$ cat src/rtl/snb_pkg.sv
// Shared types, constants and the sigmoid table of the sigmoid neuron barrier.
package snb_pkg;

  localparam int MODE_W   = 1;
  localparam int IDX_W    = 4;
  localparam int VALUE_W  = 16;
  localparam int ACT_W    = 13;
  localparam int NUM_IN_W = 5;
  localparam int CFG_AW   = 3;
  localparam int CFG_DW   = 32;

  localparam int MAX_INPUTS_DEF = 16;

  localparam logic [NUM_IN_W-1:0] NUM_INPUTS_RST = 5'd1;
  localparam logic [0:0] REG_NUM_INPUTS = 1'b0;

  localparam logic [MODE_W-1:0] MODE_SIGNAL = 1'b0;
  localparam logic [MODE_W-1:0] MODE_WEIGHT = 1'b1;

  // 1.0 in unsigned Q1.12.
  localparam logic [ACT_W-1:0] ONE_Q12 = 13'd4096;

  typedef enum logic [2:0] {
    ST_IDLE,
    ST_WALK,
    ST_DRAIN,
    ST_SHAPE,
    ST_MUL,
    ST_ROUND,
    ST_EMIT
  } snb_state_t;

  // round(4096 * sigmoid(k/4)) for k = 0..32.
  function automatic logic [11:0] sig_tab(input logic [5:0] k);
    logic [11:0] t;
    case (k)
      6'd0:  t = 12'd2048;
      6'd1:  t = 12'd2303;
      6'd2:  t = 12'd2550;
      6'd3:  t = 12'd2782;
      6'd4:  t = 12'd2994;
      6'd5:  t = 12'd3184;
      6'd6:  t = 12'd3349;
      6'd7:  t = 12'd3490;
      6'd8:  t = 12'd3608;
      6'd9:  t = 12'd3705;
      6'd10: t = 12'd3785;
      6'd11: t = 12'd3850;
      6'd12: t = 12'd3902;
      6'd13: t = 12'd3943;
      6'd14: t = 12'd3976;
      6'd15: t = 12'd4002;
      6'd16: t = 12'd4022;
      6'd17: t = 12'd4038;
      6'd18: t = 12'd4051;
      6'd19: t = 12'd4061;
      6'd20: t = 12'd4069;
      6'd21: t = 12'd4075;
      6'd22: t = 12'd4079;
      6'd23: t = 12'd4083;
      6'd24: t = 12'd4086;
      6'd25: t = 12'd4088;
      6'd26: t = 12'd4090;
      6'd27: t = 12'd4091;
      6'd28: t = 12'd4092;
      6'd29: t = 12'd4093;
      6'd30: t = 12'd4094;
      6'd31: t = 12'd4094;
      default: t = 12'd4095;
    endcase
    return t;
  endfunction

endpackage

$ cat src/rtl/snb_if.sv
// Valid/ready channel interfaces for the input items and the results.
interface snb_item_if
  import snb_pkg::*;
  ();
  logic               valid;
  logic               ready;
  logic [MODE_W-1:0]  mode;
  logic [IDX_W-1:0]   sender_index;
  logic signed [VALUE_W-1:0] value;

  modport source (output valid, output mode, output sender_index, output value,
                  input ready);
  modport sink   (input valid, input mode, input sender_index, input value,
                  output ready);
endinterface

interface snb_result_if
  import snb_pkg::*;
  ();
  logic             valid;
  logic             ready;
  logic [ACT_W-1:0] activation;

  modport source (output valid, output activation, input ready);
  modport sink   (input valid, input activation, output ready);
endinterface

$ cat src/rtl/sigmoid_neuron_barrier_core.sv
// Top level of the sigmoid neuron barrier: slot memories, MAC walk and sigmoid.
//
// One neuron with MAX_INPUTS input slots. A weight beat (mode 1) writes the
// weight of one slot; a signal beat (mode 0) overwrites the slot's signal and
// counts one receipt, duplicates included. When the count reaches num_inputs
// (zero is taken as one) the neuron fires: it sums signal times weight over
// all MAX_INPUTS slots exactly, applies a 33-entry interpolated sigmoid to
// the sum of Q4.12 products that saturates at plus or minus 8 and beyond,
// and delivers one activation beat in unsigned Q1.12 (4096 is 1.0). Slots
// at or above MAX_INPUTS are ignored. A beat that does not fire leaves the
// input ready; a firing beat holds it off until its activation is loaded:
// the weight and signal memories share one read address, so the walk does
// one multiply-accumulate per slot per cycle, followed by a pipeline drain,
// the sigmoid states SHAPE, MUL and ROUND, and the load of the output
// register, which waits until the previous activation is taken. The output
// register lets new weight and signal beats come in while an activation
// waits. Both memories reset to zero through a valid bit per entry, so no
// clearing pass is needed. num_inputs sits at byte address 0 of the APB port.
module sigmoid_neuron_barrier_core
  import snb_pkg::*;
#(
  parameter int MAX_INPUTS = MAX_INPUTS_DEF
) (
  input  logic              clk,
  input  logic              rst,
  snb_item_if.sink          item,
  snb_result_if.source      result,
  input  logic              psel,
  input  logic              penable,
  input  logic              pwrite,
  input  logic [CFG_AW-1:0] paddr,
  input  logic [CFG_DW-1:0] pwdata,
  output logic [CFG_DW-1:0] prdata,
  output logic              pready
);

  localparam int ADDR_W = (MAX_INPUTS > 1) ? $clog2(MAX_INPUTS) : 1;
  // Products are at most 2^30 in magnitude; the sum grows by log2 of the slots.
  localparam int ACC_W  = 33 + $clog2(MAX_INPUTS + 1);
  localparam logic [ADDR_W-1:0] LAST_ADDR = ADDR_W'(MAX_INPUTS - 1);

  snb_state_t state, state_next;

  // Configuration.
  logic [NUM_IN_W-1:0] num_inputs;
  logic                cfg_wr;
  logic                cfg_hit;

  // Slot memories with valid bits that stand in for their all-zero reset.
  logic [VALUE_W-1:0] sig_mem [MAX_INPUTS];
  logic [VALUE_W-1:0] wt_mem  [MAX_INPUTS];
  logic [MAX_INPUTS-1:0] sig_ok;
  logic [MAX_INPUTS-1:0] wt_ok;

  // Item decode.
  logic                item_acc;
  logic                slot_in_range;
  logic [ADDR_W-1:0]   wr_addr;
  logic                wr_sig;
  logic                wr_wt;
  logic [NUM_IN_W-1:0] receipt_count;
  logic [NUM_IN_W-1:0] count_inc;
  logic [NUM_IN_W-1:0] threshold;
  logic                fire;

  // Walk pipeline.
  logic [ADDR_W-1:0]         walk_addr;
  logic                      walk_last;
  logic                      rd_en;
  logic                      rd_vld;
  logic [VALUE_W-1:0]        rd_sig_raw;
  logic [VALUE_W-1:0]        rd_wt_raw;
  logic                      rd_sig_ok;
  logic                      rd_wt_ok;
  logic signed [VALUE_W-1:0] rd_sig;
  logic signed [VALUE_W-1:0] rd_wt;
  logic signed [31:0]        prod;
  logic                      prod_vld;
  logic signed [ACC_W-1:0]   acc;

  // Sigmoid stages.
  logic [ACC_W-1:0] mag;
  logic [4:0]       seg;
  logic [11:0]      t_lo;
  logic [11:0]      t_hi;
  logic             neg;
  logic             sat;
  logic [21:0]      frac;
  logic [11:0]      base;
  logic [7:0]       slope;
  logic [29:0]      interp;
  logic [30:0]      interp_rnd;
  logic [ACT_W-1:0] y;
  logic [ACT_W-1:0] act_val;
  logic [ACT_W-1:0] act;

  // Output register.
  logic             out_valid;
  logic [ACT_W-1:0] out_act;
  logic             out_free;
  logic             load_out;

  // ---------------------------------------------------------------------
  // APB register: only num_inputs, at register index 0 of paddr[2].
  // ---------------------------------------------------------------------
  assign pready  = 1'b1;
  assign cfg_hit = (paddr[2] == REG_NUM_INPUTS);
  assign cfg_wr  = psel && penable && pwrite && pready && cfg_hit;
  assign prdata  = cfg_hit ? CFG_DW'(num_inputs) : '0;

  always_ff @(posedge clk) begin
    if (rst) begin
      num_inputs <= NUM_INPUTS_RST;
    end else if (cfg_wr) begin
      num_inputs <= pwdata[NUM_IN_W-1:0];
    end
  end

  // ---------------------------------------------------------------------
  // Item decode. Out-of-range slots are taken and then dropped silently.
  // ---------------------------------------------------------------------
  assign item_acc      = item.valid && item.ready;
  assign slot_in_range = (9'(item.sender_index) < 9'(MAX_INPUTS));
  assign wr_addr       = ADDR_W'(item.sender_index);
  assign wr_sig        = item_acc && slot_in_range && (item.mode == MODE_SIGNAL);
  assign wr_wt         = item_acc && slot_in_range && (item.mode == MODE_WEIGHT);
  assign count_inc     = receipt_count + 5'd1;
  assign threshold     = (num_inputs == '0) ? 5'd1 : num_inputs;
  assign fire          = wr_sig && (count_inc >= threshold);

  always_ff @(posedge clk) begin
    if (rst) begin
      receipt_count <= '0;
    end else if (wr_sig) begin
      receipt_count <= fire ? '0 : count_inc;
    end
  end

  // ---------------------------------------------------------------------
  // Slot memories. Writes come only from accepted items in the idle state
  // and reads only during the walk, so the two never meet on one entry in
  // the same cycle; a read in the cycle after a write sees the new data.
  // ---------------------------------------------------------------------
  always_ff @(posedge clk) begin
    if (wr_sig) begin
      sig_mem[wr_addr] <= item.value;
    end
    if (wr_wt) begin
      wt_mem[wr_addr] <= item.value;
    end
    if (rd_en) begin
      rd_sig_raw <= sig_mem[walk_addr];
      rd_wt_raw  <= wt_mem[walk_addr];
    end
  end

  always_ff @(posedge clk) begin
    if (rst) begin
      sig_ok    <= '0;
      wt_ok     <= '0;
      rd_sig_ok <= 1'b0;
      rd_wt_ok  <= 1'b0;
    end else begin
      if (wr_sig) begin
        sig_ok[wr_addr] <= 1'b1;
      end
      if (wr_wt) begin
        wt_ok[wr_addr] <= 1'b1;
      end
      if (rd_en) begin
        rd_sig_ok <= sig_ok[walk_addr];
        rd_wt_ok  <= wt_ok[walk_addr];
      end
    end
  end

  // An entry never written reads as its reset value of zero.
  assign rd_sig = rd_sig_ok ? $signed(rd_sig_raw) : '0;
  assign rd_wt  = rd_wt_ok  ? $signed(rd_wt_raw)  : '0;

  // ---------------------------------------------------------------------
  // Walk: address, registered read, registered product, accumulate.
  // ---------------------------------------------------------------------
  assign walk_last = (walk_addr == LAST_ADDR);

  always_ff @(posedge clk) begin
    if (rst) begin
      walk_addr <= '0;
      rd_vld    <= 1'b0;
      prod_vld  <= 1'b0;
    end else begin
      rd_vld   <= rd_en;
      prod_vld <= rd_vld;
      if (fire) begin
        walk_addr <= '0;
      end else if (rd_en && !walk_last) begin
        walk_addr <= walk_addr + 1'b1;
      end
    end
  end

  always_ff @(posedge clk) begin
    if (rd_vld) begin
      prod <= rd_sig * rd_wt;
    end
    if (fire) begin
      acc <= '0;
    end else if (prod_vld) begin
      acc <= acc + ACC_W'(prod);
    end
  end

  // ---------------------------------------------------------------------
  // Sigmoid: magnitude and table lookup, interpolation product, rounding
  // and sign fold. Magnitudes of 8.0 and above saturate.
  // ---------------------------------------------------------------------
  assign mag  = acc[ACC_W-1] ? ACC_W'(-acc) : ACC_W'(acc);
  assign seg  = mag[26:22];
  assign t_lo = sig_tab({1'b0, seg});
  assign t_hi = sig_tab({1'b0, seg} + 6'd1);

  always_ff @(posedge clk) begin
    if (state == ST_SHAPE) begin
      neg   <= acc[ACC_W-1];
      sat   <= |mag[ACC_W-1:27];
      frac  <= mag[21:0];
      base  <= t_lo;
      slope <= 8'(t_hi - t_lo);
    end
    if (state == ST_MUL) begin
      interp <= 30'(slope * frac);
    end
    if (state == ST_ROUND) begin
      act <= act_val;
    end
  end

  assign interp_rnd = {1'b0, interp} + 31'd2097152;
  assign y          = 13'(base) + 13'(interp_rnd[30:22]);

  always_comb begin
    if (sat) begin
      act_val = neg ? '0 : ONE_Q12;
    end else begin
      act_val = neg ? (ONE_Q12 - y) : y;
    end
  end

  // ---------------------------------------------------------------------
  // Output register.
  // ---------------------------------------------------------------------
  assign out_free = !out_valid || result.ready;

  always_ff @(posedge clk) begin
    if (rst) begin
      out_valid <= 1'b0;
    end else if (load_out) begin
      out_valid <= 1'b1;
    end else if (result.ready) begin
      out_valid <= 1'b0;
    end
  end

  always_ff @(posedge clk) begin
    if (load_out) begin
      out_act <= act;
    end
  end

  assign result.valid      = out_valid;
  assign result.activation = out_act;

  // ---------------------------------------------------------------------
  // Sequencer.
  // ---------------------------------------------------------------------
  always_ff @(posedge clk) begin
    if (rst) begin
      state <= ST_IDLE;
    end else begin
      state <= state_next;
    end
  end

  always_comb begin
    state_next = state;
    case (state)
      ST_IDLE: begin
        if (fire) begin
          state_next = ST_WALK;
        end
      end
      ST_WALK: begin
        if (walk_last) begin
          state_next = ST_DRAIN;
        end
      end
      ST_DRAIN: begin
        if (!rd_vld && !prod_vld) begin
          state_next = ST_SHAPE;
        end
      end
      ST_SHAPE: state_next = ST_MUL;
      ST_MUL:   state_next = ST_ROUND;
      ST_ROUND: state_next = ST_EMIT;
      ST_EMIT: begin
        if (out_free) begin
          state_next = ST_IDLE;
        end
      end
      default: state_next = ST_IDLE;
    endcase
  end

  always_comb begin
    item.ready = 1'b0;
    rd_en      = 1'b0;
    load_out   = 1'b0;
    case (state)
      ST_IDLE: item.ready = 1'b1;
      ST_WALK: rd_en      = 1'b1;
      ST_EMIT: load_out   = out_free;
      default: begin
        item.ready = 1'b0;
      end
    endcase
  end

endmodule

$ cat src/flat_wrapper.sv
// flat-port wrapper written by rule: the top's interface ports become plain ports
module sigmoid_neuron_barrier_core_flat import snb_pkg::*;
#(
  parameter int MAX_INPUTS = MAX_INPUTS_DEF
)
  (clk, rst, psel, penable, pwrite, paddr, pwdata, prdata, pready, item_valid, item_mode, item_sender_index, item_value, item_ready, result_valid, result_activation, result_ready);
  snb_item_if item_i ();
  snb_result_if result_i ();
  input  logic clk;
  input  logic rst;
  input  logic psel;
  input  logic penable;
  input  logic pwrite;
  input  logic [CFG_AW-1:0] paddr;
  input  logic [CFG_DW-1:0] pwdata;
  output logic [CFG_DW-1:0] prdata;
  output logic pready;
  input wire logic [$bits(item_i.valid)-1:0] item_valid;
  input wire logic [$bits(item_i.mode)-1:0] item_mode;
  input wire logic [$bits(item_i.sender_index)-1:0] item_sender_index;
  input wire logic [$bits(item_i.value)-1:0] item_value;
  output wire logic [$bits(item_i.ready)-1:0] item_ready;
  output wire logic [$bits(result_i.valid)-1:0] result_valid;
  output wire logic [$bits(result_i.activation)-1:0] result_activation;
  input wire logic [$bits(result_i.ready)-1:0] result_ready;
  assign item_i.valid = item_valid;
  assign item_i.mode = item_mode;
  assign item_i.sender_index = item_sender_index;
  assign item_i.value = item_value;
  assign item_ready = item_i.ready;
  assign result_valid = result_i.valid;
  assign result_activation = result_i.activation;
  assign result_i.ready = result_ready;
  sigmoid_neuron_barrier_core #(.MAX_INPUTS(MAX_INPUTS)) u_core (.clk(clk), .rst(rst), .item(item_i), .result(result_i), .psel(psel), .penable(penable), .pwrite(pwrite), .paddr(paddr), .pwdata(pwdata), .prdata(prdata), .pready(pready));
endmodule
$ cat config.mk
export PLATFORM = sky130hd
export DESIGN_NAME = sigmoid_neuron_barrier_core_flat
export DESIGN_NICKNAME = d
export VERILOG_FILES = /design/src/rtl/snb_pkg.sv /design/src/rtl/snb_if.sv /design/src/rtl/sigmoid_neuron_barrier_core.sv /design/src/flat_wrapper.sv
export SDC_FILE = /design/constraint.sdc
export NUM_CORES = 2
export LEC_CHECK = 0
export ABC_CLOCK_PERIOD_IN_PS = 7450
export BUFFER_PORTS_ARGS = -buffer_cell sky130_fd_sc_hd__buf_2
export CAP_MARGIN = 40
export CELL_PAD_IN_SITES_DETAIL_PLACEMENT = 0
export CELL_PAD_IN_SITES_GLOBAL_PLACEMENT = 1
export CORE_MARGIN = 4
export CORE_UTILIZATION = 44
export DETAILED_ROUTE_END_ITERATION = 16
export GPL_ROUTABILITY_DRIVEN = 0
export PLACE_DENSITY_LB_ADDON = 0.1
export SLEW_MARGIN = 20
export SYNTH_ARGS = -nofsm -noshare
export SYNTH_HDL_FRONTEND = slang
export SYNTH_SLANG_ARGS = --single-unit
$ cat constraint.sdc
create_clock -name clk -period 7.45 [get_ports clk]
set_input_delay 1.49 -clock clk [delete_from_list [all_inputs] [get_ports clk]]
set_output_delay 1.49 -clock clk [all_outputs]
set_load 0.005 [all_outputs]
==> run_results.csv <==
group,metric,value,unit
power_and_ir_drop,p_per_area,289,nW/um^2
worst_setup_path,end_kind,"flop",
floorplanning,num_rows,119,
final_layout,num-nets-final,4455,
detailed_routing,drt_iter0_drc,1818,
synthesis,synth_fa_ha_area_frac,0.218,
synthesis,synth-compound-area-share,0.0523,
timing,min_period_over_period,0.944,
timing,min_period,7.03,ns
detailed_routing,firstDrtPassIters,6,
global_routing,grt_pass1_wl,176000,um
detailed_routing,drc,0,
detailed_routing,drt-wirelength-per-cell,21.5,um
cts,postCtsSetupBuffers,0,
synthesis,synth_area_per_cell,12.7,um^2
detailed_routing,vias,28386,
cts,htree_levels,3,
floorplanning,ios,111,
timing,slew_headroom,0.428,
synthesis,synth-async-reset-ratio,0,
worst_setup_path,startpoint_type,"flop",
global_routing,grt_pass1_vias,30178,
timing,hold_viol,0,
run_status,status,"finished, final reports clean",
final_layout,area_growth,11.2,%
final_layout,final_layout_size_suffix_gt1_frac,0.141,
synthesis,yosys_warnings,0,
cts,clk_latency,0.66,ns
synthesis,synth_top_area_frac,0.421,
synthesis,synthFlopType,"edfxtp_1",
worst_setup_path,cp_data_arrival_time,7.44,ns
timing,max_clock_freq,0.142,GHz
placement,dp_slack,-0.00521,ns
power_and_ir_drop,worst_ir_drop_vdd,0.000262,V
detailed_routing,ant_nets,0,
worst_setup_path,cp_slowest_cell,"fa_1",
timing,rsz0062_at_grt,"false",
placement,place_area,49200,um^2
worst_setup_path,crit_family,"adder cells",
floorplanning,die_h,334,um
timing,setup_viol,0,
synthesis,yosys.area_share.simple,0.0955,
synthesis,synth.distinct_cells,92,
synthesis,synth_top_family_by_area,"adder cells",
worst_setup_path,slowest_delay,0.53,ns
floorplanning,die_w,334,um
hold_path,hp-class,"reg -> reg",
cts,cts_sinks,746,
cts,root_buffer,"clkbuf_16",
cts,cts_buffers,82,
hold_path,holdPathStages,0,
global_routing,globalRouteOverflowTotal,0,
synthesis,synth_common_cells,"edfxtp_1, inv_1, fa_1, nor2_1, nand2_1",
synthesis,yosys-mux-area-fraction,0.0927,
worst_setup_path,path_class,"reg -> reg",
floorplanning,dieArea,111000,um^2
cts,hold_buffers,0,
timing,finClkSkew,0.0416,ns
worst_setup_path,worst-path-buf-inv,5,
detailed_routing,viasPerCell,5.39,
synthesis,synthXorXnorAreaFrac,0.0285,
worst_setup_path,cp_cell_sequence,"buf_12 -> buf_4 -> and2_2 -> nand3_1 -> fa_1 -> fa_1 -> inv_1 -> fa_1 -> fa_1 -> fa_1 -> inv_1 -> fa_1 -> inv_1 -> ha_1 -> a21o_1 -> a21o_1 -> a21o_1 -> a31oi_1 -> o2111a_1 -> o31ai_2 -> or4_1 -> a41o_1 -> a21oi_1 -> xnor2_1",
global_routing,grt_use_total,0.206,
worst_setup_path,reg2reg_depth,24,
global_routing,grt_antenna_before_repair,4,
synthesis,synth_top_cell_by_area,"edfxtp_1",
worst_setup_path,reg2reg_slack,0.42,ns
floorplanning,initial_core_util,0.444,
synthesis,synth_area_leaders,"edfxtp_1, fa_1, mux4_2",
synthesis,ys_seq_area_frac,0.460,
placement,dp_hpwl,82000,um
detailed_routing,routed_wl,113000,um
worst_setup_path,cp_num_cells,24,
final_layout,final_cell_area,51900,um^2
cts,tritoncts,"yes",
synthesis,synth_most_common_cell,"edfxtp_1",
timing,tightest_slew,0.858,ns
synthesis,syn-cell-area,46700,um^2
cts,cts_max_path_buffers,3,
worst_setup_path,cp.required,7.86,ns
timing,maxSlewViolCount,0,
floorplanning,core,105000,um^2
placement,io_buffer_count,53,
synthesis,ys_seq_elements,746,
global_routing,grt_max_degree,93,
worst_setup_path,crit_fanout,16,
worst_setup_path,path_common_cell,"fa_1",
cts,cts.clk_slew.worst_paths,0.06,ns
flow_run,drv_cap,0,
synthesis,synthCells,3676,
timing,post-route-worst-setup-slack,0.419,ns
synthesis,synth-edff-count,654,
power_and_ir_drop,p_leak,0.0202,uW
==> cell families after synthesis <==
group                    Yosys count
multiplexers                     216
buffers and inverters            615
other                              2
flip-flops                       746
XOR/XNOR                         150
adder cells (fa/ha/maj)          585
AO/OA/AOI/OAI                    365
AND/OR/NAND/NOR                  997
==> layer usage <==
layer,global-route usage,wire length (um),up-vias
met1,0.272,47900,14697
met3,0.0316,5320,138
met2,0.361,57600,632
met5,0,25,-
met4,0.0452,2110,4
li1,-,-,12915
==> final cells by class <==
type | count | area (um^2)
Fill cell | 9102 | 53300
Multi-Input combinational cell | 2341 | 23000
Sequential cell | 746 | 21500
Clock buffer | 111 | 2230
Tap cell | 1391 | 1740
Inverter | 449 | 1690
Timing Repair Buffer | 187 | 1360
Clock inverter | 43 | 457
Antenna cell | 1 | 2.50
==> cells in the final DEF, fill, tap and decap left out, types with 12 or more instances in the layout <==
cell type	synthesis	routed
inv_1	446	446
edfxtp_1	654	654
clkbuf_16	0	82
o21a_1	12	12
clkinv_2	0	12
mux4_2	173	173
nand4_1	13	13
nor2_2	1	25
nand3_1	42	42
conb_1	2	28
mux2i_1	43	43
and2_1	100	98
nor3_1	27	26
a21oi_1	93	93
a211oi_1	13	13
nor2_1	362	337
nor2b_1	21	21
a21o_1	45	45
xnor2_1	114	114
o21ai_0	70	70
dfxtp_1	92	86
clkinv_1	1	18
clkbuf_1	108	22
buf_2	4	54
nand2_1	346	343
fa_1	384	384
o31ai_1	14	13
ha_1	201	201
buf_4	29	124
nand2b_1	19	19
xor2_1	34	34
==> worst register-to-register path: cells and delay by family (launching register included) <==
kind	cells	cell delay, ns
XOR/XNOR	1	0.08
AO/OA/AOI/OAI	8	1.58
adder cells (fa/ha/maj)	7	3.29
AND/OR/NAND/NOR	3	0.88
buffers and inverters	5	0.54
flip-flops	1	0.47
==> path summary, 6_finish.rpt <==
| check | startpoint | end |
|---|---|---|
| setup reg to reg | u_core.rd_sig_ok | u_core.prod[30] |
| hold reg to reg | u_core.act[5] | u_core.result.activation[5] |
| setup / recovery | u_core.rd_sig_ok | u_core.prod[30] |
| hold / removal | u_core.act[5] | u_core.result.activation[5] |
==> repair_timing <==
item / 4_1_cts / 5_1_grt
hold endpoints to repair: 0 / 0
endpoints found under the setup margin: 1 / 2
resized for setup: 1 / 7
==> per-stage QoR <==
step	std cells	utilization	hold slack (ns)	power [uW]	TNS, ns
detailed placement	5112	0.467	0.408	11100	-0.00521
CTS	5266	0.493	0.415	15200	0
finish	5269	0.493	0.413	15000	0
floorplan	3702	-	0.400	9690	0
global placement	5104	0.466	0.403	11000	0
global route	5268	0.493	0.420	16100	0
==> flip-flops by register name, indices dropped and copies added (netlist names), 22 cells and up <==
name	count
u_core.prod	32
u_core.frac	22
u_core.wt_mem	256
u_core.sig_mem	256
u_core.acc	38
==> report_power, final <==
part	switching, uW	internal (uW)	total [uW]
Sequential	325	5000	5320
Clock	1700	2270	3980
Combinational	3220	2490	5710
Power figures use the tool's default switching activity.
